File: config.mk
export PLATFORM = sky130hd
export DESIGN_NAME = cau_out
export DESIGN_NICKNAME = d
export VERILOG_FILES = /design/src/hw/rtl/cau_pkg.sv /design/src/hw/rtl/cau_out.sv
export SDC_FILE = /design/constraint.sdc
export NUM_CORES = 1
export LEC_CHECK = 0
export BUFFER_PORTS_ARGS = -buffer_cell sky130_fd_sc_hd__buf_2
export CAP_MARGIN = 20
export CORE_AREA = 5 5 176 178
export CTS_CLUSTER_DIAMETER = 40
export CTS_CLUSTER_SIZE = 12
export DETAILED_ROUTE_END_ITERATION = 8
export DIE_AREA = 0 0 181 183
export GPL_TIMING_DRIVEN = 0
export PLACE_DENSITY = 0.43
export SETUP_SLACK_MARGIN = 0.2
export SYNTH_ARGS = -nofsm -noshare
export SYNTH_HDL_FRONTEND = slang
export SYNTH_SLANG_ARGS = --single-unit
File: constraint.sdc
create_clock -name i_clk -period 9.3 [get_ports i_clk]
set_clock_uncertainty 0.2 [all_clocks]
set_input_delay 1.86 -clock i_clk [delete_from_list [all_inputs] [get_ports i_clk]]
set_output_delay 1.86 -clock i_clk [all_outputs]
set_load 0.03 [all_outputs]
File: src/hw/rtl/cau_pkg.sv
package cau_pkg;

    typedef enum logic [2:0] {
        OP_ADD = 3'd0,
        OP_SUB = 3'd1,
        OP_MUL = 3'd2,
        OP_DIV = 3'd3,
        OP_NEG = 3'd4,
        OP_INC = 3'd5,
        OP_DEC = 3'd6,
        OP_CMP = 3'd7
    } t_op;

    // Quotient bits produced by the divider, and the remainder width that
    // holds a numerator shifted by up to 32 fractional bits.
    localparam int QUO_BITS = 32;
    localparam int REM_BITS = 64 + QUO_BITS;

    typedef struct packed {
        t_op                op;
        logic signed [31:0] a_re;
        logic signed [31:0] a_im;
        logic signed [31:0] b_re;
        logic signed [31:0] b_im;
    } t_cmd;

    typedef struct packed {
        logic signed [31:0] res_re;
        logic signed [31:0] res_im;
        logic               is_equal;
        logic               div_zero;
        logic               overflowed;
    } t_result;

    typedef struct packed {
        logic [31:0] val;
        logic        ovf;
    } t_sat;

    // Work item as it travels down the divider stages.
    typedef struct packed {
        logic                valid;
        logic                is_div;
        t_result             res;
        logic                neg_re;
        logic                neg_im;
        logic                big_re;
        logic                big_im;
        logic [REM_BITS-1:0] rem_re;
        logic [REM_BITS-1:0] rem_im;
        logic [QUO_BITS-1:0] q_re;
        logic [QUO_BITS-1:0] q_im;
        logic [63:0]         den;
    } t_pipe;

    function automatic logic [65:0] abs66(input logic signed [65:0] x);
        logic [65:0] r;
        begin
            r = x[65] ? 66'(-x) : 66'(x);
            return r;
        end
    endfunction

    // Saturate a sign-magnitude value to 32-bit two's complement.
    function automatic t_sat sat_sm(input logic neg, input logic [65:0] mag);
        t_sat r;
        begin
            r.ovf = 1'b0;
            if (neg) begin
                if (mag > 66'h0_8000_0000) begin
                    r.val = 32'h8000_0000;
                    r.ovf = 1'b1;
                end else begin
                    r.val = ~mag[31:0] + 32'd1;
                end
            end else begin
                if (mag > 66'h0_7FFF_FFFF) begin
                    r.val = 32'h7FFF_FFFF;
                    r.ovf = 1'b1;
                end else begin
                    r.val = mag[31:0];
                end
            end
            return r;
        end
    endfunction

    function automatic t_sat sat_s66(input logic signed [65:0] x);
        return sat_sm(x[65], abs66(x));
    endfunction

endpackage

File: src/hw/rtl/cau_out.sv
module cau_out (
    input  logic             i_clk,
    input  logic             i_rst_n,
    input  cau_pkg::t_pipe   i_pipe,
    output logic             o_done,
    output cau_pkg::t_result o_result
);

    logic [65:0]      w_mag_re, w_mag_im;
    cau_pkg::t_sat    w_sr, w_si;
    cau_pkg::t_result n_result;

    // A quotient past 32 bits only needs to read as out of range.
    assign w_mag_re = i_pipe.big_re ? 66'h1_0000_0000 : 66'(i_pipe.q_re);
    assign w_mag_im = i_pipe.big_im ? 66'h1_0000_0000 : 66'(i_pipe.q_im);
    assign w_sr     = cau_pkg::sat_sm(i_pipe.neg_re, w_mag_re);
    assign w_si     = cau_pkg::sat_sm(i_pipe.neg_im, w_mag_im);

    always_comb begin
        n_result = i_pipe.res;
        if (i_pipe.is_div) begin
            n_result = '0;
            if (i_pipe.den == 64'd0) begin
                n_result.div_zero = 1'b1;
            end else begin
                n_result.res_re     = w_sr.val;
                n_result.res_im     = w_si.val;
                n_result.overflowed = w_sr.ovf | w_si.ovf;
            end
        end
    end

    always_ff @(posedge i_clk) begin
        if (!i_rst_n) begin
            o_done <= 1'b0;
        end else begin
            o_done <= i_pipe.valid;
        end
    end

    always_ff @(posedge i_clk) begin
        o_result <= n_result;
    end

endmodule

==> flow_metrics.py <==
metrics = {
    "global_routing": {
        "grtUsageMet3_pct": 5.20,
        "grt_util_all_layers_pct": 16.2,
        "met2_usage_pct": 26.5,
        "grt_first_pass_wirelength_um": 41400,
        "grt_max_degree": 11,
        "grt_most_used_layer": "met2",
        "grt_pass1_vias": 6628,
        "grt-ovfl-total": 0,
        "grt.met1_usage_pct": 20.8,
        "antenna_found_initial": 3,
    },
    "yosys": {
        "synth-simple-area-share_pct": 29.1,
        "synthFlopType": "dfxtp_1",
        "synth_warnings": 0,
        "synth_compound_area_share_pct": 31.8,
        "yosys-top-cells-count": "dfxtp_1, inv_1, nor2_1",
        "synth_edf_count": 0,
        "syn_inst": 659,
        "synth_area_per_cell_sq_um": 7.15,
        "synth_cell_types": 63,
        "synth_fa_ha_area_share_pct": 0.265,
        "synth_xor_area_share_pct": 0.743,
        "synth_top_family_by_area": "compound AO/OA/AOI/OAI gates",
        "synthArstFlopShare_pct": 0,
        "muxShareOfSynthArea_pct": 0.212,
        "syn-num-nets": 1055,
        "synth_top_area_share_pct": 28.9,
        "yosysSeqAreaShare_pct": 28.9,
        "synth-seq-cells": 68,
        "synth_area_sq_um": 4710,
        "synthTopCellsByArea": "dfxtp_1, o22ai_1, inv_1",
        "yosysTopAreaCell": "dfxtp_1",
    },
    "sta": {
        "final_hold_viol_count": 0,
        "worst_pin_slew_ps": 1080,
        "fin_crit_sh_pct": 54.3,
        "setup_ws_ps": 4250,
        "slew_headroom_pct": 27.7,
        "fmax_mhz": 198,
        "rsz0062_at_grt": "false",
        "tns_ps": 0,
        "timing.hold.ws_ps": 1510,
        "final_max_slew_viol_count": 0,
        "fin_crit_ps": 5050,
        "finalSetupViolCount": 0,
    },
    "pwr": {
        "vdd_drop_max_uv": 62.0,
        "combPwrFrac_pct": 30.5,
        "power_w": 0.000942,
        "p_seq_share_pct": 34.6,
        "clkPwrFrac_pct": 34.9,
        "switchingPower_w": 0.000345,
        "swShare_pct": 36.6,
        "cellLeakagePower_nw": 2.98,
        "power_density_nw_per_um2": 138,
        "p_int_w": 0.000597,
    },
    "clock_network": {
        "ctsResizeCount": 0,
        "hold_buffers": 0,
        "cts.clk_slew.worst_paths_ps": 60,
        "clock_path_buffers": 2,
        "clock_sinks": 68,
        "cts_root_buffer": "clkbuf_16",
        "post_cts_buffers": 0,
        "numCtsBuffers": 9,
        "cts_tree": "yes",
        "htree_levels": 3,
    },
    "routing": {
        "drc_errors": 0,
        "routed_via_density": 4.87,
        "ant_nets": 0,
        "drt-pass1-iter-count": 5,
        "wl_per_cell_um": 21.3,
        "wl_um": 28300,
        "drt_iter0_drc": 568,
        "via_count": 6477,
    },
    "layout": {
        "drive_above_1_share_pct": 32.0,
        "synthToLayoutAreaGrowth_pct": 44.4,
        "fill_cells": 3348,
        "fin_util_pct": 23.3,
        "nets": 1331,
    },
    "worst_setup_path": {
        "crit_type": "in2reg",
        "start_kind": "primary input",
        "cp_slowest_cell": "clkinv_1",
        "path_max_fanout": 10,
        "cp_num_buf_inv": 4,
        "cpMostUsedCell": "clkbuf_1",
        "crit_family": "buffers and inverters",
        "critPathArrivalTime_ps": 5070,
        "end_kind": "flop",
        "required_ps": 9320,
        "crit_chain": "clkbuf_1 > clkinv_1 > clkbuf_1 > nand2_1 > ha_1 > nor3b_1 > and4_1 > a41oi_1 > or2_1 > buf_2 > o32ai_1",
        "cp_slowest_stage_delay_ps": 420,
    },
    "placement": {
        "io_buffers": 264,
        "hpwl_um": 22900,
        "dp_slack_ps": 3880,
        "gp_congestion": 0.915,
    },
    "floorplan": {
        "start_util_pct": 16.1,
        "fp-row-count": 63,
        "ios": 463,
        "fp.dieW_um": 181,
        "coreArea_sq_um": 29200,
        "dieArea_sq_um": 33100,
        "die_h_um": 183,
    },
    "flow_run": {
        "drv_cap": 0,
    },
    "status": {
        "outcome": "finished clean",
    },
    "worst_hold_path": {
        "hp-class": "in2reg",
    },
}
stage by stage:
| stage | instance area (sq um) | instances |
|---|---|---|
| global placement | 6520 | 1313 |
| detailed placement | 6550 | 1314 |
| finish | 6810 | 1329 |
| CTS | 6800 | 1328 |
| global route | 6800 | 1328 |
| floorplan | 4710 | 659 |
worst paths after layout:
path / from / to / slack [ps] / cells past startpoint
setup / recovery: i_pipe[320] / o_result[31] / 4250 / 11
hold / removal: i_pipe[392] / o_done / 1510 / 2
final cells by class:
class                      count  area, sq um  share of cell area, %
clock inverter                 3         15.0                  0.221
inverter                      69          259                   3.81
timing repair buffer         265         1330                   19.6
sequential                    68         1360                   20.0
multi-input combinational    481         2940                   43.2
clock buffer                  11          243                   3.57
tap                          390          488                   7.17
antenna                        1         2.50                 0.0368
buffer                        41          161                   2.37
state kept, by name, summed over array words and instances (netlist names):
name      cells
o_result     67
o_done        1
power groups by stage:
stage	Sequential, W	Combinational (W)	Clock, W
2_1_floorplan	0.000387	0.0000933	0
3_3_place_gp	0.000332	0.000287	0
3_5_place_dp	0.000332	0.000286	0
4_1_cts	0.000326	0.000287	0.000335
5_1_grt	0.000328	0.000308	0.000346
6_report	0.000326	0.000287	0.000329
cell usage in the layout (no fill, tap or decap), types with 3 or more instances in the layout:
cell type  Yosys  layout
and4_1         3       3
o21a_1         3       3
buf_2          6     270
nor2_1        68      68
o211ai_1       5       5
o21bai_1       3       3
inv_1         68      68
o22ai_1       55      55
or3_1          5       5
o21ai_0       33      33
nand2_1       36      36
nor2b_1        8       8
o41ai_1        3       3
nor3_1        28      28
clkinv_2       0       3
nand4_1       10      10
clkbuf_1      34      35
clkbuf_16      0       9
or4_1         10      10
and3_1         4       4
nor4_1        34      34
dfxtp_1       68      68
a21oi_1       45      45
o32ai_1       23      23
o221ai_1       3       3
o31a_1         5       5
a211oi_1       6       6
nand2b_1       8       8
nand3_1       12      12
and2_1         5       5
o311ai_0       3       3
a31oi_1       22      22
kinds of logic (layout without fill, tap and decap cells):
logic type / count (synthesis) / in the layout
DFF: 68 / 68
adders and majority gates: 1 / 1
and+or+nand+nor: 248 / 248
AOI/OAI and AO/OA: 227 / 227
xor gates and xnor gates: 4 / 4
muxes: 1 / 1
buffers and inverters: 110 / 389
other: 0 / 1
per-layer routing:
| metal | vias up | part of all wire (%) |
|---|---|---|
| li1 | 3036 | - |
| met5 | - | 0.12 |
| met1 | 3000 | 43 |
| met4 | 6 | 1.4 |
| met3 | 37 | 10 |
| met2 | 398 | 45 |
(Power assumes the default switching activity.)
