[src/hw/rtl/cau_pkg.sv]
package cau_pkg;

    typedef enum logic [2:0] {
        OP_ADD = 3'd0,
        OP_SUB = 3'd1,
        OP_MUL = 3'd2,
        OP_DIV = 3'd3,
        OP_NEG = 3'd4,
        OP_INC = 3'd5,
        OP_DEC = 3'd6,
        OP_CMP = 3'd7
    } t_op;

    // Quotient bits produced by the divider, and the remainder width that
    // holds a numerator shifted by up to 32 fractional bits.
    localparam int QUO_BITS = 32;
    localparam int REM_BITS = 64 + QUO_BITS;

    typedef struct packed {
        t_op                op;
        logic signed [31:0] a_re;
        logic signed [31:0] a_im;
        logic signed [31:0] b_re;
        logic signed [31:0] b_im;
    } t_cmd;

    typedef struct packed {
        logic signed [31:0] res_re;
        logic signed [31:0] res_im;
        logic               is_equal;
        logic               div_zero;
        logic               overflowed;
    } t_result;

    typedef struct packed {
        logic [31:0] val;
        logic        ovf;
    } t_sat;

    // Work item as it travels down the divider stages.
    typedef struct packed {
        logic                valid;
        logic                is_div;
        t_result             res;
        logic                neg_re;
        logic                neg_im;
        logic                big_re;
        logic                big_im;
        logic [REM_BITS-1:0] rem_re;
        logic [REM_BITS-1:0] rem_im;
        logic [QUO_BITS-1:0] q_re;
        logic [QUO_BITS-1:0] q_im;
        logic [63:0]         den;
    } t_pipe;

    function automatic logic [65:0] abs66(input logic signed [65:0] x);
        logic [65:0] r;
        begin
            r = x[65] ? 66'(-x) : 66'(x);
            return r;
        end
    endfunction

    // Saturate a sign-magnitude value to 32-bit two's complement.
    function automatic t_sat sat_sm(input logic neg, input logic [65:0] mag);
        t_sat r;
        begin
            r.ovf = 1'b0;
            if (neg) begin
                if (mag > 66'h0_8000_0000) begin
                    r.val = 32'h8000_0000;
                    r.ovf = 1'b1;
                end else begin
                    r.val = ~mag[31:0] + 32'd1;
                end
            end else begin
                if (mag > 66'h0_7FFF_FFFF) begin
                    r.val = 32'h7FFF_FFFF;
                    r.ovf = 1'b1;
                end else begin
                    r.val = mag[31:0];
                end
            end
            return r;
        end
    endfunction

    function automatic t_sat sat_s66(input logic signed [65:0] x);
        return sat_sm(x[65], abs66(x));
    endfunction

endpackage

[src/hw/rtl/cau_div_stage.sv]
module cau_div_stage #(
    parameter int BIT = 31
) (
    input  logic           i_clk,
    input  logic           i_rst_n,
    input  cau_pkg::t_pipe i_pipe,
    output cau_pkg::t_pipe o_pipe
);

    logic [cau_pkg::REM_BITS-1:0] w_dk;
    logic                         w_ge_re, w_ge_im;
    cau_pkg::t_pipe               n_pipe;

    assign w_dk    = cau_pkg::REM_BITS'(i_pipe.den) << BIT;
    assign w_ge_re = i_pipe.rem_re >= w_dk;
    assign w_ge_im = i_pipe.rem_im >= w_dk;

    // Restoring step: one quotient bit per lane.
    always_comb begin
        n_pipe = i_pipe;
        if (w_ge_re) begin
            n_pipe.rem_re    = i_pipe.rem_re - w_dk;
            n_pipe.q_re[BIT] = 1'b1;
        end
        if (w_ge_im) begin
            n_pipe.rem_im    = i_pipe.rem_im - w_dk;
            n_pipe.q_im[BIT] = 1'b1;
        end
    end

    always_ff @(posedge i_clk) begin
        if (!i_rst_n) begin
            o_pipe.valid <= 1'b0;
        end else begin
            o_pipe.valid <= i_pipe.valid;
        end
        o_pipe.is_div <= n_pipe.is_div;
        o_pipe.res    <= n_pipe.res;
        o_pipe.neg_re <= n_pipe.neg_re;
        o_pipe.neg_im <= n_pipe.neg_im;
        o_pipe.big_re <= n_pipe.big_re;
        o_pipe.big_im <= n_pipe.big_im;
        o_pipe.rem_re <= n_pipe.rem_re;
        o_pipe.rem_im <= n_pipe.rem_im;
        o_pipe.q_re   <= n_pipe.q_re;
        o_pipe.q_im   <= n_pipe.q_im;
        o_pipe.den    <= n_pipe.den;
    end

endmodule

[config.mk]
export PLATFORM = sky130hd
export DESIGN_NAME = cau_div_stage
export DESIGN_NICKNAME = d
export VERILOG_FILES = /design/src/hw/rtl/cau_pkg.sv /design/src/hw/rtl/cau_div_stage.sv
export SDC_FILE = /design/constraint.sdc
export NUM_CORES = 1
export LEC_CHECK = 0
export ABC_AREA = 0
export BUFFER_PORTS_ARGS = -buffer_cell sky130_fd_sc_hd__buf_2
export CAP_MARGIN = 10
export CORE_AREA = 2 2 304 306
export DETAILED_ROUTE_END_ITERATION = 8
export DIE_AREA = 0 0 306 308
export PLACE_DENSITY_LB_ADDON = 0.12
export SYNTH_ARGS = -nofsm -noshare
export SYNTH_HDL_FRONTEND = slang
export SYNTH_SLANG_ARGS = --single-unit
[constraint.sdc]
create_clock -name i_clk -period 4.9 [get_ports i_clk]
set_input_delay 0.735 -clock i_clk [delete_from_list [all_inputs] [get_ports i_clk]]
set_output_delay 0.735 -clock i_clk [all_outputs]
set_load 0.05 [all_outputs]
==> impl_metrics.yaml, run 1 <==
clocking:
  cts_sinks: 393
  cts_buffers: 50
  hold_buffers: 0
  clkTransAtPathRegs_ns: 0.06
  cts_setup_buffers: 0
  cts_root_buf: "clkbuf_16"
  cts_tree: "done"
  cts_resized: 0
  htree_levels: 2
  clock_path_buffers: 3
die:
  initial_core_util_pct: 19.1
  dieArea_sq_um: 94200
  fp.dieH_microns: 308
  core_area_sq_um: 91000
  ios: 788
  die_w_microns: 306
  row_count: 111
worst_setup_path:
  cp.required_ns: 5.44
  cp_max_fo: 3
  cp.arrival_ns: 4.56
  critPathKind: "in2reg"
  start_kind: "input pin"
  endpoint_kind: "flip-flop"
timing:
  grt_setup_unrepaired: "no"
  worst_slew_pin_slew_ns: 0.891
  period_share_pct: 82.1
  setup_viol_count_final: 0
  period_minus_slack_ns: 4.02
  max-slew-margin-rel_pct: 40.0
  tns_ns: 0
  fmax_ghz: 0.249
  drv_slew: 0
  hold_viol_final: 0
route:
  first_pass_iters: 5
  dr_wl_met2_microns: 43800
  vias: 17100
  drt_wl_total_microns: 88400
  routedWlPerCell_microns: 22.5
  viasPerCell: 4.34
  drt_iter0_markers: 828
  drc: 0
  routedLengthMet1_microns: 36600
  top_layer: "met5"
  drtAntennaViolNets: 0
  wl_met3_microns: 5830
synth:
  synth_seq_cells: 393
  synthArstFlopShare_pct: 0
  ys_types: 75
  avgSynthCellArea_sq_um: 9.11
  synth_edf_count: 0
  synth_simple_gate_area_share_pct: 13.1
  seq_area_frac_synth_pct: 45.3
  netlist_instances: 1905
  synthesis.area_sq_um: 17400
  synth_compound_area_share_pct: 21.1
  synth_flop_cell: "dfxtp_1"
  syn_nets: 2430
  synth_adder_area_share_pct: 9.46
  synth_top_family_by_area: "compound AO/OA/AOI/OAI gates"
  muxShareOfSynthArea_pct: 1.12
  ys_warn_count: 0
  synth-xor-area-share_pct: 5.90
global_route:
  antenna_found_initial: 27
  grt_max_degree: 65
  grtUsageTotal_pct: 17.9
  grt.overflow.total: 0
  grt_pass1_wl_microns: 123000
  grt_pass1_vias: 17500
power_and_ir_drop:
  power_density_nw_per_um2: 445
  finalPower_uw: 10900
  vdd_drop_max_mv: 0.265
  p_leak_uw: 0.0118
placed_design:
  port_buffers: 787
  placed_cell_area_sq_um: 22700
  place_inst: 3835
  post-dp-hpwl_microns: 75900
  globalplace.congestion: 0.894
cells_and_area:
  largestRegisters: "o_pipe x393"
  largest_register_ffs: 393
  layout_commonest_cell: "buf_2"
  nFillCells: 9944
  utilization_pct: 26.9
  drive_gt1_share_pct: 34.0
  seq_area_sq_um: 7870
  multi_input_area_sq_um: 8820
  postLayoutCellArea_sq_um: 24500
  largest_register: "o_pipe"
  areaGrowthSynthToFinish_pct: 41.0
  fin_cells: 3935
  mostFrequentLayoutCells: "788 x buf_2, 393 x dfxtp_1, 216 x a21oi_1"
  nets: 3226
status:
  status: "finished, final reports clean"
job:
  cap_violations: 0
hold_path:
  hold_path_class: "in2reg"
[stage by stage]
step | hold slack (ns) | worst slack [ns]
finish | 0.181 | 0.878
global route | 0.142 | 0.560
floorplan | 0.763 | 1.39
global placement | 0.837 | -0.351
CTS | 0.125 | 0.766
detailed placement | 0.839 | 0.0579
[synthesized netlist by cell type (all sizes together), types with 4 or more instances]
cell	count	area (sq um)
dfxtp	393	7870
a21oi	217	1100
nand2	162	608
o21ai	137	689
nor2	133	502
ha	128	1600
inv	102	383
a21o	91	684
xnor2	69	604
xor2	48	420
clkbuf	47	176
nand4	37	231
o21bai	35	263
nor3	29	145
nand3	24	120
buf	22	124
a31oi	18	113
and3	17	106
nor4	16	100
a211oi	15	118
mux2	14	165
nand2b	14	87.6
and2	13	81.3
o31ai	13	103
nor2b	12	75.1
o21a	11	82.6
a2111oi	6	58.8
a21boi	6	48.8
a221oi	6	65.1
or2	6	40.0
and4	5	43.8
o41ai	5	43.8
o211ai	4	30.0
[final cells by class]
type	instances	share of cell area, %
well taps	1186	6.06
diodes	10	0.102
repair buffers	813	17.0
multi-input cells	1341	36.0
inverters	102	1.56
clock buffers	68	5.76
clock inverters	22	1.31
flip-flops and latches	393	32.1
[layer usage]
| layer | vias to the layer above | GRT usage (%) |
|---|---|---|
| li1 | 8349 | - |
| met1 | 8001 | 21.3 |
| met3 | 106 | 4.22 |
| met4 | 14 | 4.62 |
| met2 | 616 | 32.2 |
| met5 | - | 0 |
[worst paths after layout]
| kind | start | slack (ns) | to | depth (start not counted) |
|---|---|---|---|---|
| max | i_pipe[0] | 0.88 | o_pipe[317]$_DFF_P_ | 13 |
| min | i_pipe[100] | 0.18 | o_pipe[100]$_DFF_P_ | 1 |
[worst max-delay path: stages]
cell      delay, ns
buf_2          0.14
ha_1           0.26
fa_1           0.43
nand2b_1       0.16
a21oi_1        0.34
a31oi_1        0.31
a21oi_1        0.43
a22o_1         0.38
o21ai_0        0.20
a211oi_1       0.43
o21ai_0        0.27
and3_1         0.25
o31ai_1        0.22
[logic make-up (layout without fill, tap and decap cells)]
group	Yosys count	after routing
AO/OA/AOI/OAI	593	593
AND/OR/NAND/NOR	484	484
flip-flops	393	393
buffers and inverters	171	1005
adder cells (fa/ha/maj)	130	130
XOR/XNOR	117	117
multiplexers	17	17
other	0	10
[power breakdown]
part	leakage, uW	internal (uW)	switching, uW
Clock	0.000833	2290	1590
Sequential	0.00332	3550	119
Combinational	0.00763	904	2460
Total	0.0118	6740	4160
No activity file was read; power rests on OpenSTA's default activity.
==> run 2, diff against run 1 <==
- clock period: 4.9 -> 3.85 ns (I/O delays scaled with it)
==> run 2 against run 1 <==
Compared with the run above: critical path type unchanged; power increased by 29%; hold slack worse by 0.14 ns; global-route usage is 0.29 points higher; critical path depth up 5; largest cell class unchanged; core utilization up 1.8 points; sequential cell count is the same; worst setup slack worse by 0.71 ns; clock-buffer cell count is 7 lower; non-clock buffer count grew 210; clock power up 26%; cell area up 6.8%; combinational power grew 35%.
==> impl_metrics.yaml, run 2 (synthesized netlist as in run 1, its figures left out) <==
worst_setup_path:
  cp.arrival_ns: 4.19
  endpoint_kind: "flip-flop"
  cp_max_fo: 5
  cp.required_ns: 4.36
  start_kind: "input pin"
  critPathKind: "in2reg"
route:
  drt_wl_total_microns: 89700
  drtAntennaViolNets: 0
  vias: 17800
  first_pass_iters: 5
  drc: 0
  drt_iter0_markers: 819
  viasPerCell: 4.30
  routedWlPerCell_microns: 21.7
cells_and_area:
  largest_register: "o_pipe"
  areaGrowthSynthToFinish_pct: 50.6
  drive_gt1_share_pct: 37.4
  layout_commonest_cell: "buf_2"
  nets: 3435
  largest_register_ffs: 393
  largestRegisters: "o_pipe x393"
  mostFrequentLayoutCells: "787 x buf_2, 393 x dfxtp_1, 216 x a21oi_1"
job:
  cap_violations: 0
timing:
  hold_ws_ns: 0.0458
  drv_slew: 0
  worst_slew_pin_slew_ns: 0.763
  max-slew-margin-rel_pct: 48.6
  hold_viol_final: 0
  fmax_ghz: 0.272
  period_minus_slack_ns: 3.68
  period_share_pct: 95.6
  setup_viol_count_final: 0
  grt_setup_unrepaired: "no"
  tns_ns: 0
clocking:
  cts_buffers: 49
  clock_path_buffers: 3
  cts_root_buf: "clkbuf_16"
  clkTransAtPathRegs_ns: 0.06
  cts_tree: "done"
  cts_sinks: 393
  htree_levels: 2
  cts_setup_buffers: 0
status:
  status: "finished, final reports clean"
global_route:
  antenna_found_initial: 34
  grt_max_degree: 80
  grt_pass1_wl_microns: 125000
  grtUsageTotal_pct: 18.2
  grt_pass1_vias: 18400
  grt.overflow.total: 0
placed_design:
  post-dp-hpwl_microns: 77300
  globalplace.congestion: 0.876
  port_buffers: 787
die:
  core_area_sq_um: 91000
  ios: 788
  initial_core_util_pct: 19.1
  die_w_microns: 306
  fp.dieH_microns: 308
  dieArea_sq_um: 94200
  row_count: 111
power_and_ir_drop:
  power_density_nw_per_um2: 539
  p_leak_uw: 0.0128
  vdd_drop_max_mv: 0.331
hold_path:
  hold_path_class: "in2reg"
-- run 2: changes by cell type in the layout (fill, tap and decap cells not counted), moves of 2 or more --
cell	previous run	this run
inv_6	1	4
dlygate4sd3_1	0	40
buf_4	22	191
diode_2	10	4
buf_12	3	5
clkbuf_8	9	6
clkbuf_1	9	5
clkinv_16	2	0
clkinv_4	3	6
-- run 2: routing by layer --
metal / GRT usage [%] / share of wire, % / vias up
met4: 5.06 / 3.0 / 38
met1: 21.1 / 41 / 8221
met2: 32.4 / 49 / 591
met5: 0 / 0.28 / -
li1: - / - / 8777
met3: 5.39 / 6.9 / 146
-- run 2: per-stage QoR --
stage	instance area, sq um	total power, uW	worst slack [ns]	util (%)	instances
6_report	26100	14100	0.171	28.7	4137
5_1_grt	26100	14800	0.0513	28.7	4134
4_1_cts	26100	14300	0.0429	28.7	4133
3_5_place_dp	24000	9290	-0.997	26.4	4005
3_3_place_gp	24000	9310	-1.02	26.4	4005
2_1_floorplan	17400	7630	0.500	-	1905
-- run 2: power breakdown --
part,total [uW],switching [uW],internal [uW]
clock,4880,2020,2860
sequential,4670,159,4510
combinational,4530,3170,1360
-- run 2: timing repair --
action	4_1_cts	5_1_grt
endpoints found under the hold margin	40	0
setup endpoints to repair	15	4
gates resized for setup	2	1
hold buffers	40	0
-- run 2: area by class of cell --
class / instances / area, sq um
clock inverter: 27 / 337
multi-input combinational: 1341 / 8830
fill: 9851 / 64800
clock buffer: 61 / 1350
tap: 1186 / 1480
timing repair buffer: 1023 / 5870
inverter: 102 / 383
antenna: 4 / 10.0
sequential: 393 / 7870
-- run 2: critical path, stage by stage --
cell	delay (ns)
buf_2	0.11
inv_1	0.06
buf_4	0.13
ha_1	0.34
a211oi_1	0.32
buf_4	0.17
o21ai_0	0.08
o21ai_1	0.29
buf_4	0.19
a21oi_1	0.06
buf_4	0.14
o311ai_2	0.41
buf_4	0.21
a21o_1	0.18
nand2_1	0.16
a31oi_1	0.36
xnor2_1	0.12
mux2_2	0.28
-- run 2: final timing paths --
| check | cells past startpoint | end | startpoint | slack, ns |
|---|---|---|---|---|
| setup / recovery | 18 | o_pipe[316]$_DFF_P_ | i_pipe[2] | 0.17 |
| hold / removal | 1 | o_pipe[343]$_DFF_P_ | i_pipe[343] | 0.05 |
==> run 3, diff against run 2 <==
- PLACE_DENSITY_LB_ADDON: 0.12 -> default
==> run 3 against run 2 <==
Compared with the run above: cell area is 0.14% lower; die area stayed put; critical endpoint is now o_pipe[319]$_DFF_P_; fmax is 2.2% higher; via count is 1.6% higher; clock power is 2% lower; global-route usage is 1.1 points higher; sequential power hardly changed; sequential share of layout area hardly changed; sequential cell count stayed put.
==> impl_metrics.yaml, run 3 (synthesized netlist as in run 1, its figures left out) <==
clocking:
  htree_levels: 2
  cts_buffers: 48
  clkTransAtPathRegs_ns: 0.06
  cts_sinks: 393
  cts_tree: "done"
  clock_path_buffers: 3
  cts_resized: 0
  cts_root_buf: "clkbuf_16"
global_route:
  grt_max_degree: 49
  grt_pass1_vias: 17500
  grtUsageTotal_pct: 19.3
  grt_pass1_wl_microns: 130000
  antenna_found_initial: 42
  grt.overflow.total: 0
timing:
  period_share_pct: 93.5
  grt_setup_unrepaired: "no"
  worst_slew_pin_slew_ns: 0.885
  setup_viol_count_final: 0
  period_minus_slack_ns: 3.60
  tns_ns: 0
  max-slew-margin-rel_pct: 39.4
  setup_ws_ns: 0.250
  drv_slew: 0
  hold_viol_final: 0
  fmax_ghz: 0.278
worst_setup_path:
  path_cells: "buf_2, ha_1, fa_1, nand2b_1, a21oi_1, a31oi_1, buf_4, a21oi_1, buf_4, a22o_1, buf_4, or2_4, a311o_4, a21oi_4, o311ai_0, xnor2_1"
  critPathKind: "in2reg"
  crit_family: "compound AO/OA/AOI/OAI gates"
  cp_max_fo: 5
  endpoint_kind: "flip-flop"
  cp.arrival_ns: 4.14
  cp.required_ns: 4.39
  crit_top_cell: "buf_4"
  cpMaxStageDelayCell: "fa_1"
  critPathMaxStageDelay_ns: 0.46
  start_kind: "input pin"
  path_buf_inv: 4
power_and_ir_drop:
  power_density_nw_per_um2: 538
  vdd_drop_max_mv: 0.414
  p_leak_uw: 0.0128
route:
  drc: 0
  viasPerCell: 4.36
  vias: 18100
  drtAntennaViolNets: 0
  drt_iter0_markers: 979
  first_pass_iters: 7
  routedWlPerCell_microns: 22.9
  drt_wl_total_microns: 94800
die:
  ios: 788
  row_count: 111
  dieArea_sq_um: 94200
  fp.dieH_microns: 308
  core_area_sq_um: 91000
  die_w_microns: 306
  initial_core_util_pct: 19.1
placed_design:
  place_inst: 4029
  globalplace.congestion: 0.979
  post-dp-hpwl_microns: 82200
  port_buffers: 787
  pre_cts_ws_ns: -0.350
cells_and_area:
  largest_register_ffs: 393
  fin_cells: 4139
  largest_register: "o_pipe"
  nets: 3433
  nFillCells: 9751
  drive_gt1_share_pct: 38.2
  areaGrowthSynthToFinish_pct: 50.3
  utilization_pct: 28.7
  largestRegisters: "o_pipe x393"
  mostFrequentLayoutCells: "787 x buf_2, 393 x dfxtp_1, 216 x a21oi_1"
  layout_commonest_cell: "buf_2"
hold_path:
  hold_path_class: "in2reg"
job:
  cap_violations: 0
status:
  status: "finished, final reports clean"
-- run 3: changes by cell type in the layout (fill, tap and decap cells not counted), moves of 2 or more --
cell,change
dlygate4sd3_1,-25
buf_4,+19
buf_12,+5
clkbuf_8,+3
diode_2,+3
clkbuf_1,+2
clkbuf_16,-2
clkinv_4,-2
inv_6,-2
-- run 3: worst paths after layout --
path                         from                   to  slack [ns]  cells past startpoint
worst max-delay path    i_pipe[0]  o_pipe[319]$_DFF_P_        0.25                     16
worst min-delay path  i_pipe[101]  o_pipe[101]$_DFF_P_        0.06                      1
-- run 3: per-stage QoR --
| step | power, uW | instance area (sq um) | hold WS [ns] |
|---|---|---|---|
| 2_1_floorplan | 7630 | 17400 | 0.605 |
| 5_1_grt | 14700 | 26100 | 0.0146 |
| 6_report | 14000 | 26100 | 0.0620 |
| 3_5_place_dp | 9360 | 24300 | 0.681 |
| 3_3_place_gp | 9370 | 24300 | 0.680 |
| 4_1_cts | 14200 | 26100 | 0.000105 |
-- run 3: area by class of cell --
cell class	count	area, sq um	share of cell area, %
Antenna cell	7	17.5	0.0671
Clock buffer	64	1350	5.18
Clock inverter	24	308	1.18
Inverter	102	383	1.47
Multi-Input combinational cell	1341	8820	33.8
Sequential cell	393	7870	30.1
Tap cell	1186	1480	5.69
Timing Repair Buffer	1022	5870	22.5
-- run 3: metal layers --
metal	share of wire [%]	track usage, %	up-vias
li1	-	-	8787
met1	43	23.8	8415
met2	47	33.2	700
met3	7.6	5.49	137
met4	2.0	4.00	26
met5	0.18	0	-
-- run 3: repair_timing --
action | in CTS | in global routing
hold buffers | 15 | 0
hold endpoints to repair | 15 | 0
setup buffers | 0 | 0
-- run 3: where the power goes --
part / total (uW) / switching, uW / internal, uW
Combinational: 4620 / 3240 / 1380
Clock: 4760 / 1940 / 2820
Sequential: 4660 / 149 / 4510
